<file path="src/sv/tws_pkg.sv">
// ----------------------------------------------------------------------------
// tws_pkg
// shared types, constants and helpers of the time weighted mean over sd block
// ----------------------------------------------------------------------------
package tws_pkg;

    localparam int unsigned LEVEL_BITS_DEFAULT = 16;
    localparam int unsigned LEVEL_BITS_MAX     = 24;
    localparam int unsigned TIME_W             = 32;
    localparam int unsigned SUM_W              = 64;
    localparam int unsigned CFG_W              = 32;

    localparam logic [31:0] TOTAL_TIME_RESET = 32'd128000;
    localparam logic [31:0] MEAN_LIMIT_RESET = 32'd327680;

    // register indexes
    localparam logic CFG_TOTAL_TIME = 1'b0;
    localparam logic CFG_MEAN_LIMIT = 1'b1;

    // divider step counts: 64 numerator bits plus the fraction shift
    localparam logic [6:0] DIV_MEAN_STEPS  = 7'd80;
    localparam logic [6:0] DIV_MSQ_STEPS   = 7'd96;
    localparam logic [6:0] DIV_RATIO_STEPS = 7'd80;

    localparam logic [63:0] SQRT_FIRST_BIT = 64'h4000_0000_0000_0000;

    typedef struct packed {
        logic [SUM_W-1:0] ws;
        logic [SUM_W-1:0] wss;
    } tws_sums_t;

    typedef enum logic [2:0] {
        ST_IDLE,
        ST_DMEAN,
        ST_DMSQ,
        ST_CHECK,
        ST_VAR,
        ST_SQRT,
        ST_DRATIO,
        ST_EMIT
    } tws_state_t;

    function automatic logic [SUM_W-1:0] sat_add64(input logic [SUM_W-1:0] a,
                                                   input logic [SUM_W-1:0] b);
        logic [SUM_W:0] s;
        s = {1'b0, a} + {1'b0, b};
        return s[SUM_W] ? {SUM_W{1'b1}} : s[SUM_W-1:0];
    endfunction

endpackage

</file>
<file path="src/sv/tws_queue.sv">
// ----------------------------------------------------------------------------
// tws_queue
// two entry fifo of finished run sums between front and back
// ----------------------------------------------------------------------------
module tws_queue
    import tws_pkg::*;
(
    input  logic      clk,
    input  logic      rst_n,
    input  logic      push,
    input  tws_sums_t push_data,
    output logic      full,
    input  logic      pop,
    output logic      valid,
    output tws_sums_t pop_data
);

    tws_sums_t  mem_reg [2];
    logic       wr_ptr_reg;
    logic       rd_ptr_reg;
    logic [1:0] count_reg;
    logic [1:0] count_next;

    assign full     = (count_reg == 2'd2);
    assign valid    = (count_reg != 2'd0);
    assign pop_data = mem_reg[rd_ptr_reg];

    always_comb
    begin
        count_next = count_reg;
        if (push && !pop)
            count_next = count_reg + 2'd1;
        else if (pop && !push)
            count_next = count_reg - 2'd1;
    end

    always_ff @(posedge clk or negedge rst_n)
    begin
        if (!rst_n)
        begin
            wr_ptr_reg <= 1'b0;
            rd_ptr_reg <= 1'b0;
            count_reg  <= 2'd0;
        end
        else
        begin
            count_reg <= count_next;
            if (push)
                wr_ptr_reg <= !wr_ptr_reg;
            if (pop)
                rd_ptr_reg <= !rd_ptr_reg;
        end
    end

    always_ff @(posedge clk)
    begin
        if (push)
            mem_reg[wr_ptr_reg] <= push_data;
    end

endmodule

</file>
<file path="config.mk">
export PLATFORM = sky130hd
export DESIGN_NAME = tws_queue
export DESIGN_NICKNAME = d
export VERILOG_FILES = /design/src/sv/tws_pkg.sv /design/src/sv/tws_queue.sv
export SDC_FILE = /design/constraint.sdc
export NUM_CORES = 1
export LEC_CHECK = 0
export ABC_AREA = 1
export BUFFER_PORTS_ARGS = -buffer_cell sky130_fd_sc_hd__buf_2
export CAP_MARGIN = 20
export CORE_ASPECT_RATIO = 1.5
export CORE_MARGIN = 4
export CORE_UTILIZATION = 54
export CTS_BUF_LIST = sky130_fd_sc_hd__clkbuf_4 sky130_fd_sc_hd__clkbuf_8
export DETAILED_ROUTE_END_ITERATION = 12
export GPL_TIMING_DRIVEN = 0
export PLACE_DENSITY = 0.82
export SKIP_CTS_REPAIR_TIMING = 1
export SLEW_MARGIN = 5
export SYNTH_ARGS = -nofsm -noshare
export SYNTH_HDL_FRONTEND = slang
export SYNTH_SLANG_ARGS = --single-unit
</file>
<file path="constraint.sdc">
create_clock -name clk -period 7.85 [get_ports clk]
set_input_delay 0.785 -clock clk [delete_from_list [all_inputs] [get_ports clk]]
set_output_delay 0.785 -clock clk [all_outputs]
set_load 0.02 [all_outputs]
</file>
## After elaboration in Yosys (flattened, before gate mapping)

Memories as Yosys holds them, arrays and structs flattened.
Index checks and enable logic that the tools add are counted.

- Register bits after elaboration: 4
- Latch bits: 0
- Memory bits (writable): 256
- Bits in read-only memories: 0
- Input bits: 132
- Output and inout bits: 130
- Logic and storage cells: 19
- Memories: 1

Memory list:

| name | depth | width | read ports | clocked after memory_dff | write ports | RTL line | source |
|---|---|---|---|---|---|---|---|
| mem_reg | 2 | 128 | 1 | 0 | 1 | tws_queue.sv:18 | `tws_sums_t mem_reg [2];` |

- Add/subtract/negate cells: 2
- Multipliers: 0
- Div/mod/pow operators: 0
- Magnitude comparators: 0
- Eq/ne operators: 1
- Shift-type cells: 0
- Muxes and demuxes: 4
- Bitwise logic cells: 0
- Reduce and logical (&&, ||, !) cells: 8

Operators with widths:

| kind | number |
|---|---|
| 1-bit zero test | 4 |
| 2-bit 2-to-1 mux | 2 |
| 2-bit nonzero test | 2 |
| 2-bit by 1-bit adder with 2-bit output (second input constant) | 1 |
| 2-bit equality test (second input constant) | 1 |
| 1-bit logical AND | 2 |
| 1-bit 2-to-1 mux | 2 |
| 2-bit by 1-bit subtractor with 2-bit output (second input constant) | 1 |

## Logic depth before layout (Yosys ltp)

- Depth after elaboration: 4
- Gate-level depth with buffers: 7
- Mapped depth without buffers: 7

## Least setup slack after synthesis

Ideal clock, no wire load.

- Path kind: in2reg
- From: in push
- To: mem mem_reg[0][0] (netlist name), enable pin
- Setup time: 0.620 ns
- Data arrival time: 6.179 ns
- Data required time: 7.230 ns
- Setup slack: 1.051 ns
- Stages on the path: 2
- Path buffers: 0
- Cell sequence: inv_1 nor2_1

- Word-level cells in the longest chain between the ends: 2

Ends and longest elaborated chain:

| what | RTL line | source |
|---|---|---|
| from (decl) | tws_queue.sv:10 | `input logic push,` |
| 1-bit 2-to-1 mux | tws_queue.sv:57 | `if (push)` |
| 1-bit 2-to-1 mux (implied by the code) | tws_queue.sv:58 | `mem_reg[wr_ptr_reg] <= push_data;` |
| to (decl) | tws_queue.sv:18 |  |

No other way between the ends.

==> results.py <==
metrics = {
    "status": {
        "outcome": "completed",
    },
    "power_and_ir_drop": {
        "seq_power_share_pct": 42.6,
        "total_power_uw": 4470,
        "power.density_nw_per_um2": 374,
        "p_comb_share_pct": 34.0,
        "intPower_uw": 3030,
        "clkPwrFrac_pct": 23.4,
        "peakVddDrop_mv": 0.260,
        "switchingPower_uw": 1440,
        "leakage_uw": 0.00459,
        "p_sw_share_pct": 32.2,
    },
    "final_layout": {
        "largest_register_ffs": 256,
        "nets": 863,
        "syn2layout_area_growth_pct": 26.0,
        "layout.cells.non_filler": 975,
        "layout_common_cells": "buf_2, edfxtp_1, mux2_2",
        "final_util_pct": 69.2,
        "drive_above_1_share_pct": 62.0,
        "fill_cells": 1153,
        "layout_commonest_cell": "buf_2",
    },
    "drt": {
        "via_per_inst": 5.14,
        "drc": 0,
        "drtPass1Iterations": 4,
        "vias": 5007,
        "avgRoutedWirePerCell_um": 19.8,
        "ant_nets": 0,
        "routed_wl_mm": 19.3,
        "drt_first_iter_violations": 249,
    },
    "worst_setup_path": {
        "critPathCaptureType": "output port",
        "critPathLaunchType": "register",
        "arrival_ns": 1.81,
        "crit_path_max_fanout": 10,
        "critical_path_required_ns": 7.07,
        "crit_type": "register to output port",
    },
    "floorplan": {
        "die_y_um": 170,
        "io_pins": 262,
        "die-area_sq_um": 19800,
        "core_sq_um": 17300,
        "initial_core_util_pct": 54.9,
        "num_rows": 59,
        "die_w_um": 116,
    },
    "timing": {
        "fin_crit_sh_pct": 33.0,
        "rsz0062_at_grt": "no",
        "final_max_slew_viol_count": 0,
        "fin_worst_skew_ns": 0.0147,
        "period_minus_slack_ns": 2.59,
        "setup_viol": 0,
        "hold_viol_final": 0,
        "timing.final.ws_setup_ns": 5.26,
        "worstMarginPinSlew_ns": 0.752,
        "slew_headroom_pct": 49.7,
        "max_freq_mhz": 386,
    },
    "yosys": {
        "synth_nets": 556,
        "netlist-cell-type-count": 13,
        "syn_inst": 423,
        "syn_area_sq_um": 9490,
        "ys_warn_count": 0,
        "avgSynthCellArea_sq_um": 22.4,
        "ys_ff_latch": 260,
        "ys_seq_area_share_pct": 82.1,
    },
    "clock_tree": {
        "cts_buffers": 39,
        "cts_htree_levels": 2,
        "clockBufferDepth": 3,
        "tritoncts": "built",
        "clock_latency_ns": 0.49,
        "root_buffer": "clkbuf_8",
        "clock_sinks": 260,
        "clk_pin_slew_ns": 0.06,
    },
    "grt": {
        "antenna_found_initial": 6,
        "first_global_vias": 5624,
        "grt_pass1_wl_mm": 29.0,
        "gr-total-overflow": 0,
        "grt.total_usage_pct": 18.9,
        "grt_max_degree": 66,
    },
    "hold_path": {
        "hold_path_class": "input port to asynchronous set/reset pin",
    },
    "flow_run": {
        "max-cap-violations": 0,
    },
    "place": {
        "dp.cells": 902,
        "port_buffers": 261,
        "place_worst_setup_slack_ns": 5.39,
        "hpwl_mm": 13.7,
        "routabilityCongestion": 0.743,
    },
}
cell type report:
| type | instances | area [sq um] | area share [%] |
|---|---|---|---|
| flip-flops and latches | 260 | 7790 | 65.2 |
| multi-input cells | 142 | 1530 | 12.8 |
| repair buffers | 266 | 1420 | 11.9 |
| clock buffers | 53 | 654 | 5.48 |
| well taps | 213 | 267 | 2.23 |
| plain buffers | 14 | 151 | 1.27 |
| clock inverters | 16 | 97.6 | 0.817 |
| inverters | 7 | 31.3 | 0.262 |
| diodes | 4 | 10.0 | 0.0838 |
final timing paths:
check	startpoint	endpoint	slack, ns	depth (start not counted)
setup / recovery	rd_ptr_reg	pop_data[5]	5.26	4
hold / removal	rst_n	rd_ptr_reg	0.09	1
setup reg to reg	wr_ptr_reg	mem_reg[0][96]	5.93	3
hold reg to reg	count_reg[1]	count_reg[1]	0.52	2
max in group asynchronous	rst_n	count_reg[1]	7.63	1
min in group clk	push_data[106]	mem_reg[1][106]	0.48	1
cell usage after synthesis:
library cell	instances	area share (%)
nor2_1	2	0.079
xor2_1	2	0.18
ha_1	1	0.13
nand2_1	6	0.24
buf_6	13	1.5
mux2_2	128	15
inv_1	7	0.28
dfrtp_1	4	1.1
xnor2_1	1	0.092
buf_2	1	0.053
nand4_1	1	0.066
edfxtp_1	256	81
nand3_1	1	0.053
logic make-up after synthesis:
logic type | Yosys count | share of synthesized area, %
xor gates and xnor gates | 3 | 0.277
adders and majority gates | 1 | 0.132
buffers and inverters | 21 | 1.87
DFF | 260 | 82.1
muxes | 128 | 15.2
and+or+nand+nor | 10 | 0.435
critical path: stages, from the launching register on:
cell and delay (ns):
dfrtp_1 0.39, buf_6 0.22, buf_6 0.19, mux2_2 0.34, buf_2 0.17
per-stage QoR:
stage / TNS (ns) / cell area (sq um) / hold WS (ns)
floorplan: 0 / 9490 / 0.442
global placement: -191.06 / 11100 / 0.470
detailed placement: 0 / 11200 / 0.495
CTS: 0 / 11900 / 0.0644
global route: 0 / 11900 / 0.0581
finish: 0 / 11900 / 0.0934
routing by layer:
layer	global-route usage (%)	vias to the layer above	share of wire, %
met5	0	-	0.16
met4	8.78	4	3.6
met3	4.73	49	7.1
met2	34.7	208	56
met1	20.0	2447	33
li1	-	2299	-
power groups by stage:
stage                     Combinational, uW  Clock, uW  Sequential, uW
after floorplan                        1030          0            1950
after global placement                 1450          0            1980
after detailed placement               1540          0            1930
after CTS                              1540       1070            1910
after global routing                   1610       1140            1930
final                                  1520       1050            1900
Note: power is estimated with default switching activity, not from simulation.
