$ cat src/sv/tws_pkg.sv
// ----------------------------------------------------------------------------
// tws_pkg
// shared types, constants and helpers of the time weighted mean over sd block
// ----------------------------------------------------------------------------
package tws_pkg;

    localparam int unsigned LEVEL_BITS_DEFAULT = 16;
    localparam int unsigned LEVEL_BITS_MAX     = 24;
    localparam int unsigned TIME_W             = 32;
    localparam int unsigned SUM_W              = 64;
    localparam int unsigned CFG_W              = 32;

    localparam logic [31:0] TOTAL_TIME_RESET = 32'd128000;
    localparam logic [31:0] MEAN_LIMIT_RESET = 32'd327680;

    // register indexes
    localparam logic CFG_TOTAL_TIME = 1'b0;
    localparam logic CFG_MEAN_LIMIT = 1'b1;

    // divider step counts: 64 numerator bits plus the fraction shift
    localparam logic [6:0] DIV_MEAN_STEPS  = 7'd80;
    localparam logic [6:0] DIV_MSQ_STEPS   = 7'd96;
    localparam logic [6:0] DIV_RATIO_STEPS = 7'd80;

    localparam logic [63:0] SQRT_FIRST_BIT = 64'h4000_0000_0000_0000;

    typedef struct packed {
        logic [SUM_W-1:0] ws;
        logic [SUM_W-1:0] wss;
    } tws_sums_t;

    typedef enum logic [2:0] {
        ST_IDLE,
        ST_DMEAN,
        ST_DMSQ,
        ST_CHECK,
        ST_VAR,
        ST_SQRT,
        ST_DRATIO,
        ST_EMIT
    } tws_state_t;

    function automatic logic [SUM_W-1:0] sat_add64(input logic [SUM_W-1:0] a,
                                                   input logic [SUM_W-1:0] b);
        logic [SUM_W:0] s;
        s = {1'b0, a} + {1'b0, b};
        return s[SUM_W] ? {SUM_W{1'b1}} : s[SUM_W-1:0];
    endfunction

endpackage

$ cat src/sv/tws_front.sv
// ----------------------------------------------------------------------------
// tws_front
// takes samples, forms the time weighted products and accumulates the sums
// ----------------------------------------------------------------------------
module tws_front
    import tws_pkg::*;
#(
    parameter int unsigned LEVEL_BITS = LEVEL_BITS_DEFAULT
)
(
    input  logic              clk,
    input  logic              rst_n,
    input  logic              in_valid,
    output logic              in_stall,
    input  logic [31:0]       sample_time,
    input  logic [15:0]       sample_level,
    input  logic              last_sample,
    input  logic              q_full,
    output logic              q_push,
    output tws_sums_t         q_data
);

    localparam int unsigned SQ_W   = 2 * LEVEL_BITS;
    localparam int unsigned HALF_W = LEVEL_BITS_MAX;
    localparam int unsigned SQX_W  = 2 * HALF_W;
    localparam int unsigned PP_W   = HALF_W + TIME_W;
    localparam int unsigned P2_W   = PP_W + HALF_W;
    localparam int unsigned P1_W   = LEVEL_BITS + TIME_W;

    logic [TIME_W-1:0]     prev_time_reg;
    logic [LEVEL_BITS-1:0] prev_level_reg;
    logic [SQ_W-1:0]       prev_sq_reg;
    logic                  pa_valid_reg;
    logic                  pa_last_reg;
    logic [SUM_W-1:0]      pa_p1_reg;
    logic [PP_W-1:0]       pa_lo_reg;
    logic [PP_W-1:0]       pa_hi_reg;
    logic [SUM_W-1:0]      ws_reg;
    logic [SUM_W-1:0]      wss_reg;

    logic [39:0]           lvl_ext;
    logic [LEVEL_BITS-1:0] lvl;
    logic [TIME_W-1:0]     dt;
    logic [SQX_W-1:0]      sq_ext;
    logic [P1_W-1:0]       p1_full;
    logic [PP_W-1:0]       pp_lo;
    logic [PP_W-1:0]       pp_hi;
    logic [P2_W-1:0]       p2_full;
    logic [SUM_W-1:0]      p1;
    logic [SUM_W-1:0]      p2;
    logic                  accept;
    logic                  advance;
    logic [SUM_W-1:0]      ws_next;
    logic [SUM_W-1:0]      wss_next;

    assign lvl_ext  = 40'(sample_level);
    assign lvl      = lvl_ext[LEVEL_BITS-1:0];
    assign dt       = (sample_time >= prev_time_reg) ? (sample_time - prev_time_reg) : '0;
    assign p1_full  = P1_W'(prev_level_reg) * P1_W'(dt);
    assign p1       = SUM_W'(p1_full);

    // level squared times dt in two halves of the square, joined in the next stage
    assign sq_ext   = SQX_W'(prev_sq_reg);
    assign pp_lo    = PP_W'(sq_ext[HALF_W-1:0]) * PP_W'(dt);
    assign pp_hi    = PP_W'(sq_ext[SQX_W-1:HALF_W]) * PP_W'(dt);
    assign p2_full  = {pa_hi_reg, {HALF_W{1'b0}}} + P2_W'(pa_lo_reg);
    assign p2       = (p2_full[P2_W-1:SUM_W] != '0) ? {SUM_W{1'b1}} : p2_full[SUM_W-1:0];

    // a last sample waits in the product stage while the queue is full
    assign in_stall = pa_valid_reg && pa_last_reg && q_full;
    assign accept   = in_valid && !in_stall;
    assign advance  = pa_valid_reg && !in_stall;

    assign ws_next  = sat_add64(ws_reg, pa_p1_reg);
    assign wss_next = sat_add64(wss_reg, p2);

    assign q_push     = advance && pa_last_reg;
    assign q_data.ws  = ws_next;
    assign q_data.wss = wss_next;

    always_ff @(posedge clk or negedge rst_n)
    begin
        if (!rst_n)
        begin
            prev_time_reg  <= '0;
            prev_level_reg <= '0;
            prev_sq_reg    <= '0;
            pa_valid_reg   <= 1'b0;
            pa_last_reg    <= 1'b0;
            ws_reg         <= '0;
            wss_reg        <= '0;
        end
        else
        begin
            if (accept)
            begin
                pa_valid_reg <= 1'b1;
                pa_last_reg  <= last_sample;
                if (last_sample)
                begin
                    prev_time_reg  <= '0;
                    prev_level_reg <= '0;
                    prev_sq_reg    <= '0;
                end
                else
                begin
                    prev_time_reg  <= sample_time;
                    prev_level_reg <= lvl;
                    prev_sq_reg    <= SQ_W'(lvl) * SQ_W'(lvl);
                end
            end
            else if (advance)
            begin
                pa_valid_reg <= 1'b0;
            end
            if (advance)
            begin
                if (pa_last_reg)
                begin
                    ws_reg  <= '0;
                    wss_reg <= '0;
                end
                else
                begin
                    ws_reg  <= ws_next;
                    wss_reg <= wss_next;
                end
            end
        end
    end

    always_ff @(posedge clk)
    begin
        if (accept)
        begin
            pa_p1_reg <= p1;
            pa_lo_reg <= pp_lo;
            pa_hi_reg <= pp_hi;
        end
    end

endmodule

$ cat config.mk
export PLATFORM = sky130hd
export DESIGN_NAME = tws_front
export DESIGN_NICKNAME = d
export VERILOG_FILES = /design/src/sv/tws_pkg.sv /design/src/sv/tws_front.sv
export SDC_FILE = /design/constraint.sdc
export NUM_CORES = 2
export LEC_CHECK = 0
export BUFFER_PORTS_ARGS = -buffer_cell sky130_fd_sc_hd__clkbuf_2
export CAP_MARGIN = 15
export CELL_PAD_IN_SITES_DETAIL_PLACEMENT = 1
export CELL_PAD_IN_SITES_GLOBAL_PLACEMENT = 2
export CORE_ASPECT_RATIO = 0.75
export CORE_MARGIN = 3
export CORE_UTILIZATION = 40
export DETAILED_ROUTE_END_ITERATION = 7
export GPL_ROUTABILITY_DRIVEN = 0
export PLACE_DENSITY = 0.78
export SLEW_MARGIN = 20
export SYNTH_ARGS = -nofsm -noshare
export SYNTH_HDL_FRONTEND = slang
export SYNTH_SLANG_ARGS = --single-unit
$ cat constraint.sdc
create_clock -name clk -period 18.75 [get_ports clk]
set_input_delay 2.8125 -clock clk [delete_from_list [all_inputs] [get_ports clk]]
set_output_delay 2.8125 -clock clk [all_outputs]
set_load 0.005 [all_outputs]
# Yosys cells after proc, flatten, opt, wreduce, memory -nomap -nowiden
# Index checks and enable logic that the tools add are counted.
# op_classes
order_cmp	1
add_sub_neg	4
muxes	11
multipliers	4
reduce_logical	8
# ops
operator	n
64-bit two-way mux	5
32-bit two-way mux	3
80-bit by 56-bit adder with 80-bit output	1
64-bit by 48-bit adder with 65-bit output	1
64-bit by 64-bit adder with 65-bit output	1
24-bit by 32-bit multiplier with 56-bit output	1
16-bit by 32-bit multiplier with 48-bit output	1
8-bit by 32-bit multiplier with 40-bit output	1
32-bit >= comparator	1
16-bit by 16-bit multiplier with 32-bit output	1
32-bit subtractor	1
16-bit two-way mux	1
16-bit nonzero test	1
1-bit logical AND	5
1-bit two-way mux	2
2-bit nonzero test	1
1-bit zero test	1
# word_totals
output_inout_bits	130
register_bits	370

# Depth between registers and ports, before layout
# logic_depth
depth_word	6
ltp_mapped	43
ltp_nobuf	40

# Worst setup path after synthesis
# No wires, ideal clock.
# synth_path
kind	input port to flip-flop
start	input sample_time[0]
end	register pa_lo_reg[49] (data pin)
n_path_buf	3
slack_ns	6.819
cell_stages	42
arrival_ns	11.667
cell_sequence	inv_1 > ha_1 > inv_1 > fa_1 > a21o_1 > a21o_1 > a221o_1 > a221oi_2 > o21ai_2 > a211o_1 > o2111ai_2 > a21o_1 > xor2_1 > nor2_1 > clkbuf_1 > clkbuf_1 > nand2_1 > fa_1 > [... 6 more ...] > fa_1 > fa_1 > inv_1 > fa_1 > inv_1 > ha_1 > clkbuf_1 > a21o_1 > a21o_1 > a221oi_1 > o21ai_0 > nor3b_1 > o21ai_0 > nand3_1 > a31oi_1 > a41o_1 > a21oi_1 > xnor2_1
# synth_between
elab_chain_cells	3
word_cells_on_any_way	4
# synth_lines
item	line_no	rtl
start, declared	tws_front.sv:15	input logic [31:0] sample_time,
32-bit subtractor / 32-bit >= comparator (equally long branches)	tws_front.sv:58	assign dt = (sample_time >= prev_time_reg) ? (sample_time - prev_time_reg) : '0;
32-bit two-way mux (*)	tws_front.sv:58	
24-bit by 32-bit multiplier with 56-bit output (*)	tws_front.sv:64	assign pp_lo = PP_W'(sq_ext[HALF_W-1:0]) * PP_W'(dt);
via pp_lo[49]	tws_front.sv:46	logic [PP_W-1:0] pp_lo;
end signal, assigned	tws_front.sv:137	pa_lo_reg <= pp_lo;
end, declared	tws_front.sv:36	logic [PP_W-1:0] pa_lo_reg;
# Mark *: on every way through the listed nets, which the timed path passes. The rest lies on a longest branch.
# A chain may end at the register's enable or synchronous reset.

# Final worst setup path
# layout_path
start	input sample_time[0]
end	register pa_p1_reg[45] (data pin)
# layout_between
elab_chain_cells	3
word_cells_on_any_way	4
# layout_lines
item	line_no	rtl
32-bit subtractor / 32-bit >= comparator (equally long branches)	tws_front.sv:58	
32-bit two-way mux (*)	tws_front.sv:58	
16-bit by 32-bit multiplier with 48-bit output (*)	tws_front.sv:59	assign p1_full = P1_W'(prev_level_reg) * P1_W'(dt);
via p1_full[45]	tws_front.sv:45	logic [P1_W-1:0] p1_full;
end signal, assigned	tws_front.sv:136	pa_p1_reg <= p1;
end, declared	tws_front.sv:35	logic [SUM_W-1:0] pa_p1_reg;
# Marked as above.

==> run_results.csv <==
group,metric,value,unit
floorplan,coreArea,195000,um^2
global_route,grt-ovfl-total,0,
placed_design,dp_hpwl,210000,um
global_route,grt_pass1_vias,69043,
synth,ys_ff_latch,351,
floorplan,die_x,518,um
timing,fmax,74.5,MHz
synth,synth.most_common_cell,"inv_1",
clock_network,post_cts_buffers,0,
placed_design,port_buffers,182,
timing,slew_violations,0,
timing,grt_setup_unrepaired,"false",
synth,ys_top_cells_by_count,"1,665 x inv_1, 1,424 x fa_1, 1,283 x nand2_1",
global_route,met3_usage,3.44,%
synth,syn_area,78800,um^2
clock_network,h-tree-depth,2,
finish,seqCellArea,9510,um^2
critical_path,startpoint_type,"primary input",
clock_network,cts_resized,0,
synth,ys_top_cells_by_area,"fa_1 36%, ha_1 10%, inv_1 7.9%",
floorplan,io_pins,183,
critical_path,critPathMaxFanout,47,
timing,relSlewSlack,22.6,%
floorplan,die-area,202000,um^2
critical_path,cp.arrival,13.83,ns
finish,n_fill_cell,22743,
finish,multi_input_area,61700,um^2
global_route,grtUsageMet1,39.0,%
critical_path,slowest_stage,"a2111oi_1",
drt,wire_per_inst,22.8,um
finish,finalNetCount,10982,
finish,layout-area-overhead-vs-synth,6.71,%
hold_path,hp-class,"flop to flop",
finish,drive_above_1_share,5.34,%
critical_path,slowest_delay,0.96,ns
outcome,outcome,"finished, final reports clean",
critical_path,crit_family,"compound AO/OA/AOI/OAI gates",
global_route,grt_use_total,26.2,%
floorplan,fp-row-count,140,
synth,synth_top_cell_by_area,"fa_1",
timing,finClkSkew,0.0207,ns
global_route,antenna_found_initial,3,
clock_network,clk_latency,0.66,ns
job,maxCapViolCount,0,
finish,fin_util,43.1,%
synth,yosysTopAreaCellShare,36.2,%
drt,via_count,62422,
timing,tightest_slew,1.15,ns
synth,synth_edf_count,143,
synth,syn_avg_cell_area,8.80,um^2
clock_network,clockBufferDepth,3,
critical_path,critPathMostFrequentCell,"fa_1",
floorplan,start_util,40.4,%
critical_path,path_class,"primary input to flop",
critical_path,worstPathRequired,19.14,ns
clock_network,clk_pin_slew,0.07,ns
synth,async_flop_share,59.3,%
drt,ant_nets,0,
clock_network,holdBufCountCts,0,
clock_network,cts_root_buf,"clkbuf_16",
floorplan,die_height,390,um
global_route,grt_pass1_wl,414000,um
timing,hold_viol,0,
timing,timing.final.crit_share,71.6,%
synth,synth_cells,8951,
clock_network,cts_buffers,47,
critical_path,critPathBufInv,10,
critical_path,critPathCaptureType,"flop",
synth,synth_flop_cell,"dfrtp_1",
timing,setup_viol,0,
drt,drtIter0Drc,3912,
clock_network,cts_tree,"built",
drt,drt_wl_total,263000,um
synth,synth-warning-count,0,
synth,ys_seq_area_share,12.1,%
drt,avgViaCountPerCell,5.41,
drt,route.detailed.drc,0,
global_route,grt_max_degree,143,
synth,synth.distinct_cells,91,
clock_network,cts.sink_count,351,
timing,fin_crit,13.43,ns
global_route,grt_most_used_layer,"met2",
global_route,met2_usage,40.3,%
drt,dr.pass1.iters,8,
timing,finalSetupTns,0,ns
[placed cells by master (no fill, tap or decap), types with 38 or more instances in the layout]
cell type  instances
clkbuf_2         181
a21oi_1          370
a31oi_1           51
nand4_1           61
o21bai_1          60
and2_1           573
xnor2_1          192
nand3b_1          38
clkbuf_16         49
o21ai_0          243
dfrtp_1          200
a22o_1            99
nand2b_1          76
nor2b_1           42
inv_1           1665
ha_1             636
nand3_1           89
fa_1            1424
nor3_1            54
nand2_1         1281
edfxtp_1         143
xor2_1           123
and3_1            76
nor2_1           353
buf_4            110
a21o_1           234
[cell families (layout without fill, tap and decap cells)]
group,count (synthesis),after routing,synth area share (%)
AOI/OAI and AO/OA,1328,1328,11.1
xor gates and xnor gates,331,331,3.73
adders and majority gates,2060,2060,46.3
buffers and inverters,2120,2046,10.2
DFF,351,351,12.1
muxes,6,6,0.0826
other,2,40,0.00953
and+or+nand+nor,2753,2753,16.5
[metrics by stage]
step	hold WS [ns]	setup WS (ns)	cell area [um^2]	cells
detailed placement	0.470	4.83	82500	11447
global route	0.516	4.73	84000	11534
CTS	0.485	5.52	84000	11534
floorplan	0.453	6.82	78900	8981
global placement	0.466	4.65	82400	11447
finish	0.486	5.32	84100	11542
[cell type report]
cell class / count / share of cell area [%]
Tap cell: 2627 / 3.91
Inverter: 1667 / 7.45
Timing Repair Buffer: 292 / 2.08
Antenna cell: 8 / 0.0238
Clock buffer: 65 / 1.61
Multi-Input combinational cell: 6510 / 73.3
Sequential cell: 351 / 11.3
Clock inverter: 22 / 0.275
[worst register-to-register path: cells and delay by family, from the launching register on]
family	cells	cell delay [ns]
buffers and inverters	8	1.44
flip-flops	1	0.34
AO/OA/AOI/OAI	16	4.59
AND/OR/NAND/NOR	4	0.93
XOR/XNOR	1	0.11
adder cells (fa/ha/maj)	9	3.81
[per-layer routing]
layer / share of wire [%] / up-vias
met1: 48 / 32906
met3: 5.3 / 258
met4: 2.5 / 0
met2: 44 / 1450
li1: - / 27808
met5: 0 / -
[final timing paths]
kind	slack, ns	from	depth (start not counted)	end
max	5.32	sample_time[0]	40	pa_p1_reg[45]$_DFFE_PP_
min	0.49	prev_sq_reg[11]$_DFFE_PN0P_	2	prev_sq_reg[11]$_DFFE_PN0P_
max reg2reg	7.28	prev_time_reg[0]$_DFFE_PN0P_	38	pa_p1_reg[45]$_DFFE_PP_
min reg2reg	0.49	prev_sq_reg[11]$_DFFE_PN0P_	2	prev_sq_reg[11]$_DFFE_PN0P_
max in group asynchronous	13.76	rst_n	4	prev_sq_reg[29]$_DFFE_PN0P_
min in group asynchronous	2.10	rst_n	1	wss_reg[12]$_DFFE_PN0P_
Power is left out: the tool's default activity adds up to more than one toggle a clock period on the data nets, which glitch-free logic cannot reach.
