[src/sv/tws_pkg.sv]
// ----------------------------------------------------------------------------
// tws_pkg
// shared types, constants and helpers of the time weighted mean over sd block
// ----------------------------------------------------------------------------
package tws_pkg;

    localparam int unsigned LEVEL_BITS_DEFAULT = 16;
    localparam int unsigned LEVEL_BITS_MAX     = 24;
    localparam int unsigned TIME_W             = 32;
    localparam int unsigned SUM_W              = 64;
    localparam int unsigned CFG_W              = 32;

    localparam logic [31:0] TOTAL_TIME_RESET = 32'd128000;
    localparam logic [31:0] MEAN_LIMIT_RESET = 32'd327680;

    // register indexes
    localparam logic CFG_TOTAL_TIME = 1'b0;
    localparam logic CFG_MEAN_LIMIT = 1'b1;

    // divider step counts: 64 numerator bits plus the fraction shift
    localparam logic [6:0] DIV_MEAN_STEPS  = 7'd80;
    localparam logic [6:0] DIV_MSQ_STEPS   = 7'd96;
    localparam logic [6:0] DIV_RATIO_STEPS = 7'd80;

    localparam logic [63:0] SQRT_FIRST_BIT = 64'h4000_0000_0000_0000;

    typedef struct packed {
        logic [SUM_W-1:0] ws;
        logic [SUM_W-1:0] wss;
    } tws_sums_t;

    typedef enum logic [2:0] {
        ST_IDLE,
        ST_DMEAN,
        ST_DMSQ,
        ST_CHECK,
        ST_VAR,
        ST_SQRT,
        ST_DRATIO,
        ST_EMIT
    } tws_state_t;

    function automatic logic [SUM_W-1:0] sat_add64(input logic [SUM_W-1:0] a,
                                                   input logic [SUM_W-1:0] b);
        logic [SUM_W:0] s;
        s = {1'b0, a} + {1'b0, b};
        return s[SUM_W] ? {SUM_W{1'b1}} : s[SUM_W-1:0];
    endfunction

endpackage

[src/sv/tws_back.sv]
// ----------------------------------------------------------------------------
// tws_back
// divides the sums, takes the square root and forms mean over sd
// ----------------------------------------------------------------------------
module tws_back
    import tws_pkg::*;
(
    input  logic        clk,
    input  logic        rst_n,
    input  logic [31:0] total_time,
    input  logic [31:0] mean_limit,
    input  logic        q_valid,
    input  tws_sums_t   q_data,
    output logic        q_pop,
    output logic        out_valid,
    input  logic        out_stall,
    output logic [31:0] snr_ratio,
    output logic        rejected
);

    tws_state_t  state_reg;
    tws_state_t  state_next;

    logic [63:0] num_reg;
    logic [63:0] quo_reg;
    logic [31:0] rem_reg;
    logic [31:0] den_reg;
    logic        sat_reg;
    logic [6:0]  cnt_reg;
    logic [63:0] wss_reg;
    logic [63:0] mean_reg;
    logic [63:0] msq_reg;
    logic [63:0] sqm_reg;
    logic [63:0] v_reg;
    logic [63:0] res_reg;
    logic [63:0] bit_reg;
    logic [31:0] snr_reg;
    logic        rej_reg;
    logic        out_valid_reg;
    logic [31:0] out_snr_reg;
    logic        out_rej_reg;

    logic [32:0] rsh;
    logic        ge;
    logic [32:0] rdiff;
    logic        div_last;
    logic [63:0] div_result;
    logic [63:0] sq_sum;
    logic        sq_ge;
    logic        mean_bad;
    logic        emit_load;

    // restoring divider, one quotient bit a cycle
    assign rsh        = {rem_reg, num_reg[63]};
    assign ge         = (rsh >= {1'b0, den_reg});
    assign rdiff      = rsh - {1'b0, den_reg};
    assign div_last   = (cnt_reg == 7'd1);
    assign div_result = (sat_reg || quo_reg[63]) ? {64{1'b1}} : {quo_reg[62:0], ge};

    assign sq_sum   = res_reg + bit_reg;
    assign sq_ge    = (v_reg >= sq_sum);
    assign mean_bad = (mean_reg == '0) || (mean_reg > 64'(mean_limit));

    always_comb
    begin
        state_next = state_reg;
        unique case (state_reg)
            ST_IDLE:   if (q_valid) state_next = ST_DMEAN;
            ST_DMEAN:  if (div_last) state_next = ST_DMSQ;
            ST_DMSQ:   if (div_last) state_next = ST_CHECK;
            ST_CHECK:  state_next = mean_bad ? ST_EMIT : ST_VAR;
            ST_VAR:    state_next = ST_SQRT;
            ST_SQRT:
            begin
                if (bit_reg == '0)
                    state_next = (res_reg == '0) ? ST_EMIT : ST_DRATIO;
            end
            ST_DRATIO: if (div_last) state_next = ST_EMIT;
            ST_EMIT:   if (!out_valid_reg || !out_stall) state_next = ST_IDLE;
            default:   state_next = ST_IDLE;
        endcase
    end

    always_comb
    begin
        q_pop     = 1'b0;
        emit_load = 1'b0;
        unique case (state_reg)
            ST_IDLE: q_pop     = q_valid;
            ST_EMIT: emit_load = !out_valid_reg || !out_stall;
            default:
            begin
                q_pop     = 1'b0;
                emit_load = 1'b0;
            end
        endcase
    end

    always_ff @(posedge clk or negedge rst_n)
    begin
        if (!rst_n)
        begin
            state_reg     <= ST_IDLE;
            out_valid_reg <= 1'b0;
        end
        else
        begin
            state_reg <= state_next;
            if (emit_load)
                out_valid_reg <= 1'b1;
            else if (!out_stall)
                out_valid_reg <= 1'b0;
        end
    end

    always_ff @(posedge clk)
    begin
        case (state_reg)
            ST_IDLE:
            begin
                num_reg <= q_data.ws;
                wss_reg <= q_data.wss;
                quo_reg <= '0;
                rem_reg <= '0;
                sat_reg <= 1'b0;
                cnt_reg <= DIV_MEAN_STEPS;
                den_reg <= (total_time == '0) ? 32'd1 : total_time;
            end
            ST_DMEAN, ST_DMSQ, ST_DRATIO:
            begin
                if (div_last)
                begin
                    quo_reg <= '0;
                    rem_reg <= '0;
                    sat_reg <= 1'b0;
                    num_reg <= wss_reg;
                    cnt_reg <= DIV_MSQ_STEPS;
                    if (state_reg == ST_DMEAN)
                        mean_reg <= div_result;
                    else if (state_reg == ST_DMSQ)
                        msq_reg <= div_result;
                    else
                    begin
                        snr_reg <= (div_result[63:32] != '0) ? 32'hFFFF_FFFF
                                                             : div_result[31:0];
                        rej_reg <= 1'b0;
                    end
                end
                else
                begin
                    num_reg <= {num_reg[62:0], 1'b0};
                    quo_reg <= {quo_reg[62:0], ge};
                    rem_reg <= ge ? rdiff[31:0] : rsh[31:0];
                    sat_reg <= sat_reg || quo_reg[63];
                    cnt_reg <= cnt_reg - 7'd1;
                end
            end
            ST_CHECK:
            begin
                // an accepted mean is below 2^32, so its square fits 64 bits
                sqm_reg <= 64'(mean_reg[31:0]) * 64'(mean_reg[31:0]);
                snr_reg <= '0;
                rej_reg <= 1'b1;
            end
            ST_VAR:
            begin
                v_reg   <= (msq_reg > sqm_reg) ? (msq_reg - sqm_reg) : '0;
                res_reg <= '0;
                bit_reg <= SQRT_FIRST_BIT;
            end
            ST_SQRT:
            begin
                if (bit_reg != '0)
                begin
                    if (sq_ge)
                    begin
                        v_reg   <= v_reg - sq_sum;
                        res_reg <= (res_reg >> 1) + bit_reg;
                    end
                    else
                    begin
                        res_reg <= res_reg >> 1;
                    end
                    bit_reg <= bit_reg >> 2;
                end
                else
                begin
                    num_reg <= {32'd0, mean_reg[31:0]};
                    den_reg <= res_reg[31:0];
                    quo_reg <= '0;
                    rem_reg <= '0;
                    sat_reg <= 1'b0;
                    cnt_reg <= DIV_RATIO_STEPS;
                end
            end
            ST_EMIT:
            begin
                if (emit_load)
                begin
                    out_snr_reg <= snr_reg;
                    out_rej_reg <= rej_reg;
                end
            end
            default:
            begin
                cnt_reg <= cnt_reg;
            end
        endcase
    end

    assign out_valid = out_valid_reg;
    assign snr_ratio = out_snr_reg;
    assign rejected  = out_rej_reg;

endmodule

[config.mk]
export PLATFORM = sky130hd
export DESIGN_NAME = tws_back
export DESIGN_NICKNAME = d
export VERILOG_FILES = /design/src/sv/tws_pkg.sv /design/src/sv/tws_back.sv
export SDC_FILE = /design/constraint.sdc
export NUM_CORES = 2
export LEC_CHECK = 0
export ABC_CLOCK_PERIOD_IN_PS = 12500
export BUFFER_PORTS_ARGS = -buffer_cell sky130_fd_sc_hd__buf_2
export CAP_MARGIN = 0
export CORE_ASPECT_RATIO = 0.5
export CORE_MARGIN = 5
export CORE_UTILIZATION = 40
export CTS_BUF_LIST = sky130_fd_sc_hd__clkbuf_4 sky130_fd_sc_hd__clkbuf_8 sky130_fd_sc_hd__clkbuf_16
export CTS_CLUSTER_DIAMETER = 100
export DETAILED_ROUTE_END_ITERATION = 8
export GPL_TIMING_DRIVEN = 0
export MAX_ROUTING_LAYER = met4
export PLACE_DENSITY = 0.64
export RECOVER_POWER = 100
export SLEW_MARGIN = 20
export SYNTH_ARGS = -nofsm -noshare
export SYNTH_HDL_FRONTEND = slang
export SYNTH_SLANG_ARGS = --single-unit
[constraint.sdc]
create_clock -name clk -period 12.5 [get_ports clk]
set_input_delay 1.875 -clock clk [delete_from_list [all_inputs] [get_ports clk]]
set_output_delay 1.875 -clock clk [all_outputs]
set_load 0.02 [all_outputs]
After elaboration in Yosys (flattened, before gate mapping)
Index checks and enable logic that the tools add are counted.

cells by class
  add/sub/neg operators = 6
  $mul = 1
  divide/modulo/power cells = 0
  $lt $le $gt $ge = 4
  eq/ne operators = 21
  shift operators = 0
  muxes and demuxes = 51
  bitwise gates (word level) = 1
  reduce and logical (&&, ||, !) cells = 26

operator list
  kind                                          number
  2-to-1 mux 64 bit                             11
  case mux 64 bit (2 select lines)              3
  case mux 64 bit (3 select lines)              2
  2-to-1 mux 32 bit                             9
  zero test 64 bit                              3
  case mux 32 bit (2 select lines)              2
  subtractor 64 bit                             2
  case mux 32 bit (3 select lines)              1
  adder 63 x 64 -> 64 bit                       1
  adder 64 bit                                  1
  greater-or-equal comparator 64 bit            1
  > comparator 64 x 32 -> 1 bit                 1
  > comparator 64 bit                           1
  multiplier 32 x 32 -> 64 bit                  1
  nonzero test 64 bit                           1
  greater-or-equal comparator 33 x 32 -> 1 bit  1
  zero test 32 bit                              1
  nonzero test 32 bit                           1
  subtractor 32 bit                             1
  != test 2 bit, second input constant          12
  case mux 3 bit (8 select lines)               1
  case mux 7 bit (3 select lines)               1
  2-to-1 mux 3 bit                              6
  2-to-1 mux 7 bit                              2
  other kinds (21)                              44

storage, ports and cells
  register bits = 718
  latch bits = 0
  RAM bits = 0
  bits in read-only memories = 0
  input bits = 196
  word-level logic and storage cells = 129
  memories = 0

Logic depth before layout (Yosys ltp)
  depth in word-level cells = 8
  depth in mapped cells = 31
  depth with buffers taken out = 29

Least setup slack after synthesis
Ideal clock, no wire load.

  kind = register -> register
  start point = register state_reg[0]
  end point = register v_reg[0], enable pin
  arrival = 12508 ps
  data required time = 11916 ps
  path slack = -592 ps
  stages on the path, launching flop included = 5
  path buffers = 1
  clock period less this slack = 13092 ps
  path through = dfrtp_1 > buf_1 > nand2b_1 > o21ai_0 > a21boi_0

between the ends
  word-level cells in the longest chain between the ends = 3
  elaborated cells between the ends (all ways) = 6
  those cells by class = 4 x eq/ne; 2 x reduce/logical

RTL lines
  what                                                                         RTL line         RTL
  start: declaration                                                           tws_back.sv:21   tws_state_t state_reg;
  start signal: assignment                                                     tws_back.sv:108  state_reg <= state_next;
  == test 3 bit                                                                tws_back.sv:118  case (state_reg)
  != test 2 bit (no source line) / nonzero test 2 bit (equally long branches)  --
  AND reduction 3 bit (no source line) *                                       --
  end signal: assignment                                                       tws_back.sv:167  v_reg <= (msq_reg > sqm_reg) ? (msq_reg - sqm_reg) : '0;
  end signal: assignment                                                       tws_back.sv:177  v_reg <= v_reg - sq_sum;
  end: declaration                                                             tws_back.sv:34   logic [63:0] v_reg;

Every way passes the cells marked *; elsewhere a longest branch is shown, timed or not.
A chain may end at the register's enable or synchronous reset.

Worst setup path in the final report
  start point = register mean_reg[6]
  end point = register sqm_reg[62] (data pin)

between the ends
  word-level cells in the longest chain between the ends = 1

RTL lines
  what                          RTL line         RTL
  start: declaration            tws_back.sv:31   logic [63:0] mean_reg;
  start signal: assignment      tws_back.sv:139  mean_reg <= div_result;
  multiplier 32 x 32 -> 64 bit  tws_back.sv:161  sqm_reg <= 64'(mean_reg[31:0]) * 64'(mean_reg[31:0]);
  end signal: assignment        tws_back.sv:161
  end: declaration              tws_back.sv:33   logic [63:0] sqm_reg;

No other way between the ends.

==> impl_metrics.json <==
{
  "grt_pass1_vias": 55000,
  "cp_max_fo": 10,
  "drt_iter0_drc": 5429,
  "rows": 109,
  "regToRegSetupSlack_ps": 1230,
  "synthAdderAreaFrac_pct": 32.2,
  "route.detailed.drc": 0,
  "grt.busiest_layer": "met2",
  "reg2reg_depth": 26,
  "slew_violations": 199,
  "relSlewSlack_pct": -98.4,
  "clk_pin_slew_ps": 60,
  "gp_congestion": 0.981,
  "grt_max_degree": 55,
  "crit_arrival_ps": 11650,
  "syn_area_um2": 71000,
  "hold_buffers": 0,
  "met3_usage_pct": 4.51,
  "seq_area_um2": 20500,
  "async_flop_share_pct": 0.584,
  "cts_resized": 0,
  "end_kind": "register",
  "violations": "capacitance limit, slew limit",
  "clockBufferDepth": 3,
  "hold_viol_final": 0,
  "synthMuxAreaShare_pct": 1.32,
  "synth_cell_types": 93,
  "wl_per_cell_um": 23.0,
  "grt_use_met1_pct": 33.9,
  "io_buffer_count": 230,
  "fin_skew_ps": 48.0,
  "grt_setup_unrepaired": "false",
  "fmax_ghz": 0.0888,
  "max_cap_violations": 8,
  "finalSetupViolCount": 0,
  "overflow": 0,
  "finalWirelength_mm": 232,
  "start_util_pct": 40.2,
  "clkLatencyLatePin_ps": 670,
  "finalCritPeriodShare_pct": 90.1,
  "utilization_pct": 44.1,
  "ys_ff_latch": 685,
  "avgSynthCellArea_um2": 9.79,
  "final_cell_mix": "inv_1, fa_1, edfxtp_1",
  "clockRootBuffer": "clkbuf_16",
  "cts_setup_buffers": 0,
  "grt_pass1_wl_mm": 346,
  "rr_startpoint": "mean_reg[6]",
  "yosysWarnings": 0,
  "synth_edf_count": 681,
  "hold_class": "register to register",
  "htreeDepth": 3,
  "syn_inst": 7248,
  "grt_antenna_before_repair": 14,
  "fp.dieH_um": 308,
  "drive_gt1_share_pct": 5.43,
  "startpoint_type": "register",
  "worstPathRequired_ps": 12880,
  "layout_commonest_cell": "inv_1",
  "power.density_nw_per_um2": 209,
  "synth_top_family_by_area": "adder cells",
  "vias": 54800,
  "fillers": 17200,
  "crit_end": "sqm_reg[62]",
  "grt_use_total_pct": 25.3,
  "fin_setup_tns_ps": 0,
  "ant_nets": 0,
  "place_ws_ps": 2090,
  "synth_compound_area_share_pct": 11.3,
  "synth_xor_area_share_pct": 4.49,
  "cts_sinks": 685,
  "vias_per_cell": 5.45,
  "leakage_nw": 35.0,
  "synth-main-ff-cell": "edfxtp_1",
  "io_pins": 231,
  "finalWorstSetupSlack_ps": 1230,
  "ys_seq_area_share_pct": 28.9,
  "core_um2": 177000,
  "path_class": "register to register",
  "dr.pass1.iters": 6,
  "ir_worst_vdd_mv": 0.195,
  "worst_r2r_endpoint": "sqm_reg[62]",
  "status": "finished, violations left",
  "tritoncts": "built",
  "multi_input_area_um2": 44500,
  "worst_slew_pin_slew_ps": 2940,
  "cts_buffers": 77,
  "crit_start": "mean_reg[6]",
  "die_width_um": 606,
  "dieArea_um2": 187000,
  "hpwl_mm": 185,
  "area_delta_synth_final_pct": 9.63,
  "nNetsFinal": 9150,
  "grtUsageMet2_pct": 38.1,
  "whs_ps": 413,
  "synthSimpleGateAreaFrac_pct": 13.5,
  "power_w": 0.0163,
  "period_minus_slack_ps": 11270
}
-- area by class of cell --
class,count,share of cell area (%)
sequential,685,26.4
timing repair buffer,274,1.67
antenna,9,0.0289
buffer,339,1.71
clock inverter,52,0.759
tap,2386,3.84
multi-input combinational,5024,57.2
clock buffer,91,2.63
inverter,1201,5.79
-- logic make-up (layout without fill, tap and decap cells) --
group,Yosys count,in the layout
fa+ha+maj,1352,1352
other cells,1,11
mux,93,93
compound gates,1241,1241
simple gates,1972,1972
xor+xnor,364,364
flops,685,685
buf+inv,1540,1957
-- worst min-delay path by stage --
stage                     cells after the start         from            end
after floorplan                               0      rej_reg       rejected
after global placement                        0  snr_reg[31]  snr_ratio[31]
after detailed placement                      0   snr_reg[4]   snr_ratio[4]
after CTS                                     0      rej_reg       rejected
after global routing                          0   snr_reg[3]   snr_ratio[3]
final                                         0      rej_reg       rejected
-- metrics by stage --
| step | cell area [um^2] | std cells |
|---|---|---|
| after floorplan | 71000 | 7249 |
| final | 77800 | 10100 |
| after detailed placement | 75900 | 9909 |
| after CTS | 78500 | 10100 |
| after global routing | 77800 | 10100 |
| after global placement | 75100 | 9865 |
-- per-layer routing --
metal	wire length, um	part of all wire (%)	vias to the layer above
met5	0	0	-
met4	11400	4.9	0
met3	19700	8.5	465
met2	102000	44	2336
met1	98900	43	27000
li1	-	-	25000
-- power by group --
part / switching [W] / leakage (nW) / internal (W)
logic: 0.00619 / 27.3 / 0.00328
clock network: 0.000980 / 1.30 / 0.00141
registers: 0.000539 / 6.41 / 0.00390
-- worst max-delay path, cell delays in order, from the launching register on --
cell and delay (ps):
edfxtp_1 620, clkbuf_1 1160, clkbuf_1 730, inv_1 530
nor2_1 340, fa_1 480, fa_1 500, fa_1 590
inv_1 70, fa_1 480, inv_1 50, fa_1 480
fa_1 480, fa_1 540, fa_1 430, ha_1 290
clkbuf_1 200, a21oi_1 230, o21bai_1 80, a21o_1 220
a2111oi_0 600, nor4b_1 860, nor2_1 230, a21oi_1 360
o211ai_1 220, nand3_1 130, o211ai_1 80
-- cell usage after synthesis, types with 51 or more instances --
library cell,instances,area share (%)
clkbuf_1,283,1.5
inv_1,1199,6.3
nor2b_1,51,0.45
and2_1,262,2.3
edfxtp_1,681,29
o21bai_1,60,0.63
or3_1,95,0.84
fa_1,794,22
a21oi_1,306,2.2
xnor2_1,190,2.3
nor3_1,62,0.44
nand2_1,668,3.5
a21o_1,126,1.3
ha_1,558,9.8
o22ai_1,63,0.56
nor4_1,72,0.63
nand3_1,74,0.52
xor2_1,174,2.1
a31oi_1,95,0.84
and3_1,86,0.76
o21ai_0,243,1.7
mux2i_1,90,1.3
nor2_1,407,2.2
nand4_1,113,1.0
No activity file was read; power rests on OpenSTA's default activity.
